==> config.mk <==
export PLATFORM = sky130hd
export DESIGN_NAME = edc_isqrt
export DESIGN_NICKNAME = d
export VERILOG_FILES = /design/src/design/edc_isqrt.sv
export SDC_FILE = /design/constraint.sdc
export NUM_CORES = 2
export LEC_CHECK = 0
export BUFFER_PORTS_ARGS = -buffer_cell sky130_fd_sc_hd__buf_2
export CAP_MARGIN = 20
export CELL_PAD_IN_SITES_DETAIL_PLACEMENT = 1
export CELL_PAD_IN_SITES_GLOBAL_PLACEMENT = 2
export CORE_MARGIN = 8
export CORE_UTILIZATION = 30
export CTS_CLUSTER_DIAMETER = 60
export CTS_CLUSTER_SIZE = 20
export DETAILED_ROUTE_END_ITERATION = 16
export GPL_ROUTABILITY_DRIVEN = 0
export HOLD_SLACK_MARGIN = 0.1
export PLACE_DENSITY = 0.66
export SLEW_MARGIN = 20
export SYNTH_ARGS = -nofsm -noshare
export SYNTH_HDL_FRONTEND = slang
export SYNTH_MEMORY_MAX_BITS = 65536
export SYNTH_SLANG_ARGS = --single-unit
==> constraint.sdc <==
create_clock -name clk -period 5.23 [get_ports clk]
set_clock_uncertainty 0.2 [all_clocks]
set_input_delay 0 -clock clk [delete_from_list [all_inputs] [get_ports clk]]
set_output_delay 0 -clock clk [all_outputs]
set_load 0.05 [all_outputs]
==> src/design/edc_isqrt.sv <==
`timescale 1ns / 1ps
`default_nettype none
module edc_isqrt #(
  parameter int IW = 64,
  parameter int PW = 1
) (
  input  logic              clk,
  input  logic              rst,
  input  logic              en,
  input  logic              in_vld,
  input  logic [IW-1:0]     in_val,
  input  logic [PW-1:0]     in_pay,
  output logic              out_vld,
  output logic [IW/2-1:0]   out_root,
  output logic [PW-1:0]     out_pay
);
  localparam int NS = IW / 2;

  logic [IW-1:0] rem  [NS];
  logic [IW-1:0] root [NS];
  logic [PW-1:0] pay  [NS];
  logic          vld  [NS];

  for (genvar s = 0; s < NS; s++) begin : g_step
    localparam logic [IW-1:0] BITV = {{(IW-1){1'b0}}, 1'b1} << (IW - 2 - 2 * s);
    logic [IW-1:0] prem;
    logic [IW-1:0] proot;
    logic [PW-1:0] ppay;
    logic          pvld;
    logic [IW-1:0] trial;
    logic [IW-1:0] nrem;
    logic [IW-1:0] nroot;

    if (s == 0) begin : g_first
      assign prem  = in_val;
      assign proot = '0;
      assign ppay  = in_pay;
      assign pvld  = in_vld;
    end else begin : g_next
      assign prem  = rem[s-1];
      assign proot = root[s-1];
      assign ppay  = pay[s-1];
      assign pvld  = vld[s-1];
    end

    always_comb begin
      trial = proot + BITV;
      if (prem >= trial) begin
        nrem  = prem - trial;
        nroot = (proot >> 1) + BITV;
      end else begin
        nrem  = prem;
        nroot = proot >> 1;
      end
    end

    always_ff @(posedge clk) begin
      if (rst) begin
        vld[s] <= 1'b0;
      end else if (en) begin
        vld[s] <= pvld;
      end
    end

    always_ff @(posedge clk) begin
      if (en) begin
        rem[s]  <= nrem;
        root[s] <= nroot;
        pay[s]  <= ppay;
      end
    end
  end

  assign out_vld  = vld[NS-1];
  assign out_root = root[NS-1][NS-1:0];
  assign out_pay  = pay[NS-1];
endmodule
`default_nettype wire

==> metrics.cfg <==
[run_status]
status=completed

[synth]
synth-adder-area-share=0.0572
synth_simple_gate_area_share=0.117
netlist.area_leader.share=0.634
synth_edf_count=2576
yosysUniqueCellTypes=85
ys_ff_latch=2576
seq_area_frac_synth=0.634
muxShareOfSynthArea=0.00821
syn_area_per_cell_um2=12.7
netlist_area_um2=122000
synth_top_area_cell=edfxtp_1
synth_common_cells=edfxtp_1, inv_1, a21oi_1
synth_most_common_cell=edfxtp_1
synth-xor-area-share=0.0636
synth_top_family_by_area=simple AND/OR/NAND/NOR gates
yosys-top-cells-area=edfxtp_1, ha_1, xnor2_1
synth_ff_type=edfxtp_1
synth_warnings=0
syn_inst=9620
synth_compound_area_frac=0.0920
syn-num-nets=10247
async_flop_share=0

[placed_design]
dp_cells=15105
place_ws_ps=421
place.detailed.hpwl_mm=262
io_buffers=102

[min_path]
min_path_type=in -> reg

[drt]
dr_total_vias=76918
drc_errors=0
avgViaCountPerCell=4.88
ant_nets=0
drt-total-wl_mm=344
post_drt_wl_per_cell_um=21.8
drtIter0Drc=3927
drt-pass1-iter-count=5

[critical_path]
crit_fanout=12
reg2reg_depth=10
startpoint=rem[1][870]$_DFFE_PP_
critPathKind=reg -> reg
worstSetupEndpointType=flop
r2r_end=rem[1][946]$_DFFE_PP_
worstPathArrival_ps=5180
worstSetupStartpointType=flop
required_ps=5610
ff2ff_setup_slack_ps=430
crit_end=rem[1][946]$_DFFE_PP_
reg2reg_from=rem[1][870]$_DFFE_PP_

[grt]
grt_max_degree=160
grt-ovfl-total=0
grt_usage=0.156
grt_pass1_wl_mm=517
antenna_found_initial=10
grt_pass1_vias=83109

[sta]
setup_ws_ps=432
clock.fmax_mhz=208
final_hold_viol_count=0
setup_viol=0
worstMarginPinSlew_ps=1150
rsz0062_at_grt=no
min_period_over_period=0.917
setup_tns_ps=0
post-route-min-period_ps=4800
slew_headroom=0.228
slew_viol_final=0

[clocking]
ctsHoldBuffers=175
htreeDepth=5
clock_path_buffers=4
clk_pin_slew_ps=80
post-cts-setup-buffers=0
insertion_delay_ps=920
cts_resized=0
cts_made_buffers=268
cts_tree=built
cts_root_buffer=clkbuf_16
numClockSinks=2576

[die]
die-area_um2=428000
fp.dieW_um=654
die_h_um=654
rows=234
start_util=0.301
core-area_um2=406000
io_pins=103

[power_and_ir_drop]
power_density_nw_per_um2=437
irDropWorstVdd_mv=0.259
leakage_nw=52.3

[finish]
drive_gt1_frac=0.0856
area_growth_pct=15.6
finalNonFillerCells=15776
nets=10749

[flow_run]
drv_cap=0

cells by family (layout without fill, tap and decap cells):
logic type	after synthesis	after routing
and+or+nand+nor	2790	2790
DFF	2576	2576
AOI/OAI and AO/OA	1813	1813
buffers and inverters	906	1619
xor gates and xnor gates	887	887
adders and majority gates	558	558
muxes	90	90
other	0	15
flip-flops by register name (all words and copies together), names as in the netlist:
signal and count:
vld 32, rem 1984, root 528, pay 32
layout make-up:
| cell class | count | area, um^2 |
|---|---|---|
| fillers | 43348 | 265000 |
| flip-flops and latches | 2576 | 77400 |
| multi-input cells | 6138 | 41400 |
| clock buffers | 292 | 7010 |
| well taps | 5428 | 6790 |
| repair buffers | 432 | 3670 |
| inverters | 706 | 2650 |
| clock inverters | 189 | 2220 |
| diodes | 15 | 37.5 |
critical path: stages (launching register included):
cell       delay, ps
edfxtp_1         460
or4_1            620
nor3_1           390
nand3b_1         200
or3_1            500
nor3_1           680
o211ai_1         450
o2111ai_1        400
or2_2            380
nor4_1           100
xor2_1           160
worst min-delay path by stage:
stage / from / endpoint / slack, ps / depth (start not counted)
2_1_floorplan: in_pay / pay[0][0]$_DFFE_PP_ / -100 / 0
3_3_place_gp: in_pay / pay[0][0]$_DFFE_PP_ / -10 / 1
3_5_place_dp: in_pay / pay[0][0]$_DFFE_PP_ / -20 / 1
4_1_cts: in_val[13] / rem[0][13]$_DFFE_PP_ / 100 / 3
5_1_grt: in_val[7] / rem[0][7]$_DFFE_PP_ / 150 / 3
6_report: in_val[56] / rem[0][56]$_DFFE_PP_ / 190 / 3
cells in the final DEF, fill, tap and decap left out, types with 249 or more instances in the layout:
master and count:
nor3_1 263, a21oi_1 632, xor2_1 418, inv_1 701, edfxtp_1 2576, nand2_1 604, clkbuf_16 278, nor4_1 322
a21o_1 249, nor2_1 630, ha_1 558, o21ai_0 400, xnor2_1 469
metal layers:
layer  global-route usage  vias up  wire length [um]
met2                0.314     1170            192000
met5                    0        -                27
li1                     -    36967                 -
met3               0.0161      658              8460
met1                0.155    38119            123000
met4               0.0817        4             20200
where the power goes:
group          leakage (nW)  switching (mW)  internal [mW]
combinational          23.0            7.77           5.29
clock                  4.44            9.11           11.0
sequential             24.8            2.22           26.2
metrics by stage:
step	area, um^2	hold slack [ps]	power [mW]	utilization
finish	141000	190	61.6	0.348
global placement	130000	-12.2	41.6	0.321
detailed placement	130000	-15.9	41.8	0.321
global route	141000	152	64.5	0.348
CTS	141000	101	62.4	0.348
floorplan	122000	-101	36.7	-
Note: power is estimated with default switching activity, not from simulation.
